$ cat config.mk
export PLATFORM = sky130hd
export DESIGN_NAME = value_to_spike_rate_encoder
export DESIGN_NICKNAME = d
export VERILOG_FILES = /design/src/vsre_pkg.sv /design/src/vsre_datapath.sv /design/src/vsre_ctrl.sv /design/src/value_to_spike_rate_encoder.sv
export VERILOG_INCLUDE_DIRS = /design/src /design/src/src
export SDC_FILE = /design/constraint.sdc
export NUM_CORES = 2
export LEC_CHECK = 0
export ABC_AREA = 1
export ABC_CLOCK_PERIOD_IN_PS = 9000
export BUFFER_PORTS_ARGS = -buffer_cell sky130_fd_sc_hd__buf_2
export CAP_MARGIN = 10
export CELL_PAD_IN_SITES_DETAIL_PLACEMENT = 2
export CELL_PAD_IN_SITES_GLOBAL_PLACEMENT = 2
export CORE_ASPECT_RATIO = 0.7
export CORE_MARGIN = 1
export CORE_UTILIZATION = 35
export DETAILED_ROUTE_END_ITERATION = 10
export GPL_ROUTABILITY_DRIVEN = 0
export PLACE_DENSITY_LB_ADDON = 0.05
export REMOVE_ABC_BUFFERS = 1
export SYNTH_ARGS = -nofsm -noshare
export SYNTH_HDL_FRONTEND = slang
export SYNTH_SLANG_ARGS = --single-unit
$ cat constraint.sdc
create_clock -name clk -period 9 [get_ports clk]
set_input_delay 2.7 -clock clk [delete_from_list [all_inputs] [get_ports clk]]
set_output_delay 2.7 -clock clk [all_outputs]
set_load 0.02 [all_outputs]
$ cat src/value_to_spike_rate_encoder_defines.svh
// Assertion macros shared by the encoder RTL
`ifndef VALUE_TO_SPIKE_RATE_ENCODER_DEFINES_SVH
`define VALUE_TO_SPIKE_RATE_ENCODER_DEFINES_SVH
// Property holds at every clock edge outside reset
`define VSRE_ASSERT(label, clk, rst_n, prop, msg) \
	label: assert property (@(posedge clk) disable iff (!rst_n) (prop)) \
		else $error(msg);
// Implication checked on the next edge
`define VSRE_ASSERT_NEXT(label, clk, rst_n, ante, cons, msg) \
	label: assert property (@(posedge clk) disable iff (!rst_n) (ante) |=> (cons)) \
		else $error(msg);
`endif

$ cat src/vsre_pkg.sv
`timescale 1ns / 1ps
// ----------------------------------------------------------------------------
// vsre_pkg
// Shared types and constants of the spike rate encoder.
// ----------------------------------------------------------------------------
package vsre_pkg;
	localparam int unsigned CfgIdxW = 3;
	localparam int unsigned CfgDataW = 32;
	localparam logic [CfgIdxW-1:0] REG_MIN = 3'd0;
	localparam logic [CfgIdxW-1:0] REG_MAX = 3'd1;
	localparam logic [CfgIdxW-1:0] REG_LIFE = 3'd2;
	localparam logic [CfgIdxW-1:0] REG_PERIOD = 3'd3;
	localparam logic [CfgIdxW-1:0] REG_BINARY = 3'd4;
	localparam logic [CfgIdxW-1:0] REG_UNITS = 3'd5;
	localparam logic [31:0] AGE_EXPIRED = 32'hFFFF_FFFF;

	// controller to datapath
	typedef struct packed {
		logic load;      // capture input item and span
		logic div_start; // start code division
		logic div_step;  // one quotient bit
		logic select;    // final code, clamped at the range ends
		logic unit_start;// clear unit index
		logic unit_step; // process one unit
		logic mod_step;  // one modulo restoring step
		logic unit_done; // write back current unit
		logic emit;      // move finished mask into the output register
	} vsre_cmd_t;

	// datapath to controller
	typedef struct packed {
		logic div_last;
		logic mod_last;
		logic unit_last;
	} vsre_sts_t;
endpackage

$ cat src/vsre_datapath.sv
`timescale 1ns / 1ps
// ----------------------------------------------------------------------------
// vsre_datapath
// Registers, code divider and per-unit age/event update, one unit at a time.
// ----------------------------------------------------------------------------
module vsre_datapath #(
	parameter int unsigned MAX_UNITS = 16
) (
	input  logic                        clk,
	input  logic                        arst_n,
	input  logic                        cfg_we,
	input  logic [vsre_pkg::CfgIdxW-1:0] cfg_index,
	input  logic [vsre_pkg::CfgDataW-1:0] cfg_data,
	input  logic [19:0]                 time_step_us,
	input  logic                        has_sample,
	input  logic signed [31:0]          sample,
	input  vsre_pkg::vsre_cmd_t         cmd,
	output vsre_pkg::vsre_sts_t         sts,
	output logic [15:0]                 mask
);
	import vsre_pkg::*;
	localparam int unsigned UW = $clog2(MAX_UNITS);
	localparam int unsigned NW = $clog2(MAX_UNITS + 1);

	logic signed [31:0] min_q, max_q;
	logic [31:0] life_q;
	logic [19:0] period_cfg_q;
	logic binary_q;
	logic [4:0] units_q;

	// configuration registers
	always_ff @(posedge clk or negedge arst_n) begin
		if (!arst_n) begin
			min_q <= '0;
			max_q <= 32'sd65535;
			life_q <= 32'd1000000;
			period_cfg_q <= 20'd10000;
			binary_q <= 1'b0;
			units_q <= 5'd16;
		end else if (cfg_we) begin
			case (cfg_index)
				REG_MIN: min_q <= cfg_data;
				REG_MAX: max_q <= cfg_data;
				REG_LIFE: life_q <= cfg_data;
				REG_PERIOD: period_cfg_q <= cfg_data[19:0];
				REG_BINARY: binary_q <= cfg_data[0];
				REG_UNITS: units_q <= cfg_data[4:0];
				default: ;
			endcase
		end
	end

	// active unit count
	logic [NW-1:0] n_act;
	always_comb begin
		logic [6:0] n;
		n = {2'b0, units_q};
		if (n == 7'd0) n = 7'd1;
		if (n > 7'(MAX_UNITS)) n = 7'(MAX_UNITS);
		if (binary_q && n > 7'd8) n = 7'd8;
		n_act = NW'(n);
	end

	logic [19:0] period;
	assign period = (period_cfg_q == 20'd0) ? 20'd1 : period_cfg_q;

	// input item capture
	logic [19:0] step_q;
	logic has_q;
	logic signed [31:0] samp_q;
	logic [32:0] span_q;
	logic [7:0] k_q;
	logic sel_hi_q, sel_lo_q;

	// code divider: (off*2K + span) / (2*span), restoring, 43-bit numerator
	localparam int unsigned DNW = 43;
	logic [DNW-1:0] num_q;
	logic [34:0] rem_q;
	logic [5:0] dcnt_q;
	logic [7:0] code_q;

	logic [32:0] span_c, off_c;
	assign span_c = 33'(signed'(max_q)) - 33'(signed'(min_q));
	assign off_c = 33'(signed'(samp_q)) - 33'(signed'(min_q));

	logic [34:0] rem_sh, rem_sub;
	assign rem_sh = {rem_q[33:0], num_q[DNW-1]};
	assign rem_sub = rem_sh - {1'b0, span_q, 1'b0};
	assign sts.div_last = (dcnt_q == 6'd0);

	// update ages live in flip-flops per unit, walked by index
	logic [31:0] uage_q [MAX_UNITS];
	logic [19:0] eage_q [MAX_UNITS];
	logic [MAX_UNITS-1:0] primed_q;
	logic [UW-1:0] idx_q;
	logic [20:0] acc_q;
	logic [40:0] pstep_q;
	logic [4:0] mcnt_q;
	logic [15:0] mask_q;

	logic [31:0] ua_cur;
	logic live_cur;
	assign ua_cur = uage_q[idx_q];
	assign live_cur = (ua_cur != AGE_EXPIRED) && (ua_cur <= life_q);
	assign sts.unit_last = (NW'(idx_q) == n_act - NW'(1));
	assign sts.mod_last = (mcnt_q == 5'd0);

	logic [32:0] ua_sum;
	assign ua_sum = {1'b0, ua_cur} + 33'(step_q);

	// select hit per unit index
	function automatic logic sel_hit(input logic [UW-1:0] i, input logic bin,
		input logic [7:0] c, input logic [NW-1:0] n);
		logic h;
		if (bin) h = (32'(i) < 32'd8) ? c[3'(i)] : 1'b0;
		else h = (32'(c) < 32'(n)) && (32'(c) == 32'(i));
		return h;
	endfunction

	always_ff @(posedge clk or negedge arst_n) begin
		if (!arst_n) begin
			for (int i = 0; i < MAX_UNITS; i++) begin
				uage_q[i] <= AGE_EXPIRED;
				eage_q[i] <= '0;
			end
			primed_q <= '1;
			mask <= '0;
			mask_q <= '0;
			step_q <= '0;
			has_q <= 1'b0;
			samp_q <= '0;
			span_q <= '0;
			k_q <= '0;
			sel_hi_q <= 1'b0;
			sel_lo_q <= 1'b0;
			num_q <= '0;
			rem_q <= '0;
			dcnt_q <= '0;
			code_q <= '0;
			idx_q <= '0;
			acc_q <= '0;
			pstep_q <= '0;
			mcnt_q <= '0;
		end else begin
			if (cmd.load) begin
				step_q <= time_step_us;
				has_q <= has_sample;
				samp_q <= sample;
				span_q <= span_c;
			end
			if (cmd.div_start) begin
				k_q <= binary_q ? 8'((9'd1 << n_act) - 9'd1) : 8'(n_act - NW'(1));
				sel_hi_q <= samp_q >= max_q;
				sel_lo_q <= samp_q <= min_q;
				num_q <= DNW'((off_c * (binary_q ? 10'((10'd1 << n_act) - 10'd1)
					: 10'(n_act - NW'(1)))) << 1) + DNW'(span_q);
				rem_q <= '0;
				dcnt_q <= 6'(DNW - 1);
				code_q <= '0;
			end
			if (cmd.div_step) begin
				num_q <= {num_q[DNW-2:0], 1'b0};
				dcnt_q <= dcnt_q - 6'd1;
				if (!rem_sub[34]) begin
					rem_q <= rem_sub;
					code_q <= {code_q[6:0], 1'b1};
				end else begin
					rem_q <= rem_sh;
					code_q <= {code_q[6:0], 1'b0};
				end
			end
			if (cmd.select) begin
				logic [7:0] c;
				c = sel_hi_q ? k_q : (sel_lo_q ? 8'd0 : code_q);
				code_q <= c;
			end
			if (cmd.unit_start) begin
				idx_q <= '0;
				mask_q <= '0;
			end
			// age advance, selection, and load accumulator for this unit
			if (cmd.unit_step) begin
				logic [31:0] na;
				logic l2;
				logic [20:0] acc_n;
				na = ua_cur;
				if (live_cur) na = ua_sum[32] ? AGE_EXPIRED : ua_sum[31:0];
				if (has_q && sel_hit(idx_q, binary_q, code_q, n_act)) na = '0;
				uage_q[idx_q] <= na;
				l2 = (na != AGE_EXPIRED) && (na <= life_q);
				acc_n = (primed_q[idx_q] ? {1'b0, period} : {1'b0, eage_q[idx_q]})
					+ 21'(step_q);
				acc_q <= acc_n;
				if (l2) begin
					primed_q[idx_q] <= 1'b0;
					if (acc_n >= {1'b0, period} && 32'(idx_q) < 32'd16)
						mask_q[4'(idx_q)] <= 1'b1;
				end
				pstep_q <= {21'd0, period} << 20;
				mcnt_q <= 5'd20;
			end
			// restoring modulo: subtract period << k for k = 20 down to 0;
			// acc stays below 2^21, so the remainder ends below the period
			if (cmd.mod_step) begin
				if ({20'd0, acc_q} >= pstep_q) acc_q <= acc_q - pstep_q[20:0];
				pstep_q <= pstep_q >> 1;
				mcnt_q <= mcnt_q - 5'd1;
			end
			if (cmd.unit_done) begin
				if ((ua_cur != AGE_EXPIRED) && (ua_cur <= life_q))
					eage_q[idx_q] <= acc_q[19:0];
				idx_q <= idx_q + UW'(1);
			end
			// finished mask into the output register
			if (cmd.emit) mask <= mask_q;
		end
	end
endmodule

$ cat src/vsre_ctrl.sv
`timescale 1ns / 1ps
// ----------------------------------------------------------------------------
// vsre_ctrl
// Sequencer: capture, divide, select, walk units, present result.
// ----------------------------------------------------------------------------
module vsre_ctrl (
	input  logic                clk,
	input  logic                arst_n,
	input  logic                in_valid,
	output logic                in_ready,
	output logic                out_valid,
	input  logic                out_ready,
	input  vsre_pkg::vsre_sts_t sts,
	output vsre_pkg::vsre_cmd_t cmd
);
	import vsre_pkg::*;
	typedef enum logic [2:0] {
		S_IDLE, S_DSTART, S_DIV, S_SEL, S_UNIT, S_MOD, S_DONE, S_OUT
	} state_t;
	state_t state_q;
	logic busy_q;
	logic emit;

	assign in_ready = !busy_q;
	// output register free or being read this cycle
	assign emit = (state_q == S_OUT) && (!out_valid || out_ready);

	always_comb begin
		cmd = '0;
		cmd.load = in_valid && in_ready;
		cmd.div_start = (state_q == S_DSTART);
		cmd.div_step = (state_q == S_DIV);
		cmd.select = (state_q == S_SEL);
		cmd.unit_start = (state_q == S_SEL);
		cmd.unit_step = (state_q == S_UNIT);
		cmd.mod_step = (state_q == S_MOD);
		cmd.unit_done = (state_q == S_DONE);
		cmd.emit = emit;
	end

	// state and result handshake
	always_ff @(posedge clk or negedge arst_n) begin
		if (!arst_n) begin
			state_q <= S_IDLE;
			busy_q <= 1'b0;
			out_valid <= 1'b0;
		end else begin
			if (emit) out_valid <= 1'b1;
			else if (out_valid && out_ready) out_valid <= 1'b0;
			case (state_q)
				S_IDLE: if (in_valid && in_ready) begin
					state_q <= S_DSTART;
					busy_q <= 1'b1;
				end
				S_DSTART: state_q <= S_DIV;
				S_DIV: if (sts.div_last) state_q <= S_SEL;
				S_SEL: state_q <= S_UNIT;
				S_UNIT: state_q <= S_MOD;
				S_MOD: if (sts.mod_last) state_q <= S_DONE;
				S_DONE: begin
					if (sts.unit_last) state_q <= S_OUT;
					else state_q <= S_UNIT;
				end
				S_OUT: if (emit) begin
					state_q <= S_IDLE;
					busy_q <= 1'b0;
				end
				default: state_q <= S_IDLE;
			endcase
		end
	end
endmodule

$ cat src/value_to_spike_rate_encoder.sv
`timescale 1ns / 1ps
// ----------------------------------------------------------------------------
// value_to_spike_rate_encoder
// Rate coded spike encoder with serial code divider and unit walk.
// ----------------------------------------------------------------------------
// channel  | signals                                  | transfer
// in       | in_valid/in_ready, time_step_us,has_sample,sample | valid & ready
// out      | out_valid/out_ready, spike_mask          | valid & ready
// cfg      | cfg_we, cfg_index, cfg_data              | cfg_we
// A tick runs from its input transfer to its result (N active units) through a setup
// step, the restoring divider, a select step, then per unit an update, the modulo
// steps and a write-back, and last the output step.
// in_ready is low for the whole tick; the next transfer can follow right after emit.
// Reset clears all unit state at once; registers take their reset values.
// A finished tick waits in its output cycle while the previous result is unread.
module value_to_spike_rate_encoder #(
	parameter int unsigned MAX_UNITS = 16
) (
	input  logic                         clk,
	input  logic                         arst_n,
	input  logic                         cfg_we,
	input  logic [vsre_pkg::CfgIdxW-1:0]  cfg_index,
	input  logic [vsre_pkg::CfgDataW-1:0] cfg_data,
	input  logic                         in_valid,
	output logic                         in_ready,
	input  logic [19:0]                  time_step_us,
	input  logic                         has_sample,
	input  logic signed [31:0]           sample,
	output logic                         out_valid,
	input  logic                         out_ready,
	output logic [15:0]                  spike_mask
);
	import vsre_pkg::*;
	`include "value_to_spike_rate_encoder_defines.svh"
	vsre_cmd_t cmd;
	vsre_sts_t sts;

	vsre_ctrl u_ctrl (.clk, .arst_n, .in_valid, .in_ready, .out_valid, .out_ready,
		.sts, .cmd);
	vsre_datapath #(.MAX_UNITS(MAX_UNITS)) u_dp (.clk, .arst_n, .cfg_we, .cfg_index,
		.cfg_data, .time_step_us, .has_sample, .sample, .cmd, .sts, .mask(spike_mask));

	`VSRE_ASSERT(a_no_accept_busy, clk, arst_n, !(in_ready && cmd.div_step), "accept while busy")
	`VSRE_ASSERT_NEXT(a_mask_hold, clk, arst_n, out_valid && !out_ready, $stable(spike_mask), "mask moved")
	`VSRE_ASSERT_NEXT(a_load_seq, clk, arst_n, cmd.load, cmd.div_start, "no divide after load")
endmodule
==> results.md <==
- Outcome: finished with violations
- Failing checks: negative setup slack
- Sink Count: 1264
- Die width: 579 um
- Core ar.: 0.230 mm2
- F_max: about 0.1 GHz
- Post-DP HPWL: 258 mm
- Area post-placement: 0.0894 mm2
- Most frequent cells in the layout: 3188 x nand2_1, 1244 x o21ai_0, 1198 x inv_1, 762 x buf_4, 705 x dfrtp_1
- Crit Path Class: flip-flop to flip-flop
- Dominant synthesized flop cell: dfrtp_1
- Fraction of layout cells with a size suffix above 1: 19.5%
- Number of DRC markers in iteration 0: 5682
- Buf+Inv Stages, Crit Path: 17
- Final std cells w/o fill: 14.4k
- Avg Cell Area, Syn: 7.61 um2
- Pin count of the biggest net entering global routing: 171
- Crit-path slowest cell: fa_1
- Post-synth ARST share: 100%
- Post-synth EDFFs: 0
- Tightest Pin Transition: 1.46 ns
- Post-DR wirelength/cell: 26.2 um
- Final worst slack: -0.901 ns
- Clock root buffer: clkbuf_16
- Crit path top cell by count: buf_4
- 1st-pass router iterations: 6
- Fillers: 26.1k
- Final #Nets: 12.0k
- Initial Utilization: 35.4%
- First-pass GRT wire length: 550 mm
- DR vias: 79.2k
- Top delay family on crit path: adder cells
- Tcrit/Tclk final: 110%
- Critical path data arrival time: around 11 ns
- Netlist cell types: 61
- Initial antenna violation count: 40
- Ys Warns: 0
- Yosys reg bits: around 1.3k
- Rel. slew slack: between 2 and 2.5%
- Final instance area: 0.0977 mm2
- Final Hold Viols: 0
- DRT Wirelength: 378 mm
- Mapped cell area: 0.0816 mm2
- GRT Residual Overflow: 0
- H-tree lvl count: 4
- CP Data Required Time: around 9.7 ns
- Die height: 406 um
- Min-Delay Path Class: flip-flop to flip-flop
- Final setup fails: 22
- Crit Path Max Fanout: 5
- Number of max-cap violations: 0
- Vias in the first global route: 84.2k
- I/O Buffers: 110
- Worst skew pair latency: around 0.85 ns
- DR DRC count: 0
- CP endpoint kind: flip-flop
- Post-placement cell count: 14.0k
- Critical path's largest stage delay: 0.59 ns
- CTS Hold Bufs: 0
- Clk buf depth: 4
- # IOs: 111
- FP Rows: approximately 150
- Fin crit period: 9.90 ns
- CTS tree: yes
- Final TNS setup: -12.45 ns
- Area delta synth->final: 19.8%
- Leading cell type in the layout, fill and taps excluded: nand2_1
- Clock Pin Slew Worst Setup and Hold Paths: 0.06 ns
- Total GRT Usage: slightly above 30%
- RSZ-0062 raised after global routing: true
- Die area: roughly 0.24 mm2
- Number of buffers created by CTS: 154
- Antenna Violating Nets Remaining: 0
- Setup Skew: a little over 0.08 ns
- Max-slew violations: 0
- Via density: around 5.5
- Startpoint types: flip-flop
- Cell count after synthesis: about 11k
- Register area share after synthesis: 39.6%
flip-flops by register name, summed over array words and instances (netlist names), 6 cells and up:
register,count
u_dp.acc_q,21
u_dp.code_q,8
u_dp.dcnt_q,6
u_dp.eage_q,320
u_dp.k_q,8
u_dp.life_q,32
u_dp.mask,16
u_dp.mask_q,16
u_dp.max_q,32
u_dp.min_q,32
u_dp.num_q,43
u_dp.period_cfg_q,20
u_dp.primed_q,16
u_dp.pstep_q,40
u_dp.rem_q,34
u_dp.samp_q,32
u_dp.span_q,33
u_dp.step_q,20
u_dp.uage_q,512
timing repair:
| item | CTS | global route |
|---|---|---|
| setup endpoints to repair | 29 | 26 |
| gates resized for setup | 331 | 279 |
| hold endpoints to repair | 0 | 0 |
| buffers inserted | 75 | 57 |
| gates cloned | 1 | 0 |
| pin swaps | 153 | 213 |
metal layers:
metal  wire, um  track usage, %
met1     181000            46.4
met2     167000            47.7
met3      19600            3.39
met4       9790            5.78
met5         67               0
cells by family after synthesis:
| kind of cell | synth area share, % |
|---|---|
| other | 0.00460 |
| DFF | 39.6 |
| and+or+nand+nor | 21.6 |
| xor gates and xnor gates | 2.22 |
| adders and majority gates | 12.4 |
| buffers and inverters | 8.87 |
| AOI/OAI and AO/OA | 15.2 |
| muxes | 0.0245 |
stage by stage:
step	setup WS, ns	util, %	hold WS, ns
after global placement	-0.868	38.8	0.436
final	-0.901	42.4	0.451
after CTS	-0.0109	41.8	0.453
after detailed placement	-1.28	38.8	0.442
after floorplan	-8.83	-	0.428
after global routing	-1.09	42.4	0.461
worst reg2reg max path, delay by kind of cell, from the launching register on:
kind | cells | cell delay, ns
buffers and inverters | 17 | 1.99
AND/OR/NAND/NOR | 17 | 1.81
adder cells (fa/ha/maj) | 8 | 3.55
flip-flops | 1 | 0.39
AO/OA/AOI/OAI | 8 | 1.43
XOR/XNOR | 2 | 0.58
cells in the mapped netlist (all sizes together) (14+ instances only):
| cell | count | area, um2 |
|---|---|---|
| fa | 252 | 5040 |
| nor3 | 36 | 180 |
| o221ai | 31 | 272 |
| nor4 | 27 | 169 |
| a32oi | 39 | 342 |
| xnor2 | 97 | 850 |
| a21oi | 498 | 2490 |
| dfrtp | 707 | 17700 |
| o21a | 14 | 105 |
| a22oi | 22 | 165 |
| a31oi | 35 | 219 |
| inv | 1291 | 4850 |
| nor2 | 744 | 2860 |
| nand4 | 78 | 488 |
| o211ai | 78 | 586 |
| o22ai | 55 | 344 |
| ha | 407 | 5090 |
| nand2 | 3286 | 12300 |
| buf | 134 | 841 |
| a32o | 22 | 220 |
| nand3 | 272 | 1470 |
| o21ai | 1417 | 7100 |
| dfstp | 557 | 14600 |
| o21bai | 16 | 120 |
| clkbuf | 407 | 1530 |
| xor2 | 110 | 963 |
final timing paths:
path                                         startpoint                            to  slack (ns)  cells past startpoint
hold / removal             u_dp.primed_q[1]$_DFFE_PN1P_  u_dp.primed_q[1]$_DFFE_PN1P_        0.45                      2
min in group asynchronous                        arst_n  u_dp.eage_q[247]$_DFFE_PN0P_        1.84                      1
hold reg to reg            u_dp.primed_q[1]$_DFFE_PN1P_  u_dp.primed_q[1]$_DFFE_PN1P_        0.45                      2
max in group asynchronous                        arst_n   u_dp.uage_q[91]$_DFFE_PN1P_        5.31                      3
setup / recovery            u_dp.units_q[2]$_DFFE_PN0P_    u_dp.num_q[40]$_DFFE_PN0P_       -0.90                     52
setup reg to reg            u_dp.units_q[2]$_DFFE_PN0P_    u_dp.num_q[40]$_DFFE_PN0P_       -0.90                     52
final cells by class:
class | count | area (um2) | area share, %
clock inverter | 37 | 364 | 0.373
multi-input combinational | 7613 | 44400 | 45.4
sequential | 1264 | 32300 | 33.1
tap | 3054 | 3820 | 3.91
clock buffer | 232 | 4560 | 4.67
inverter | 1295 | 4920 | 5.04
antenna | 6 | 15.0 | 0.0154
timing repair buffer | 940 | 7310 | 7.48
timing repair inverter | 1 | 11.3 | 0.0115
Power is not shown: default switching activity piles up to over one toggle a cycle in this logic, so the estimate is an artifact.
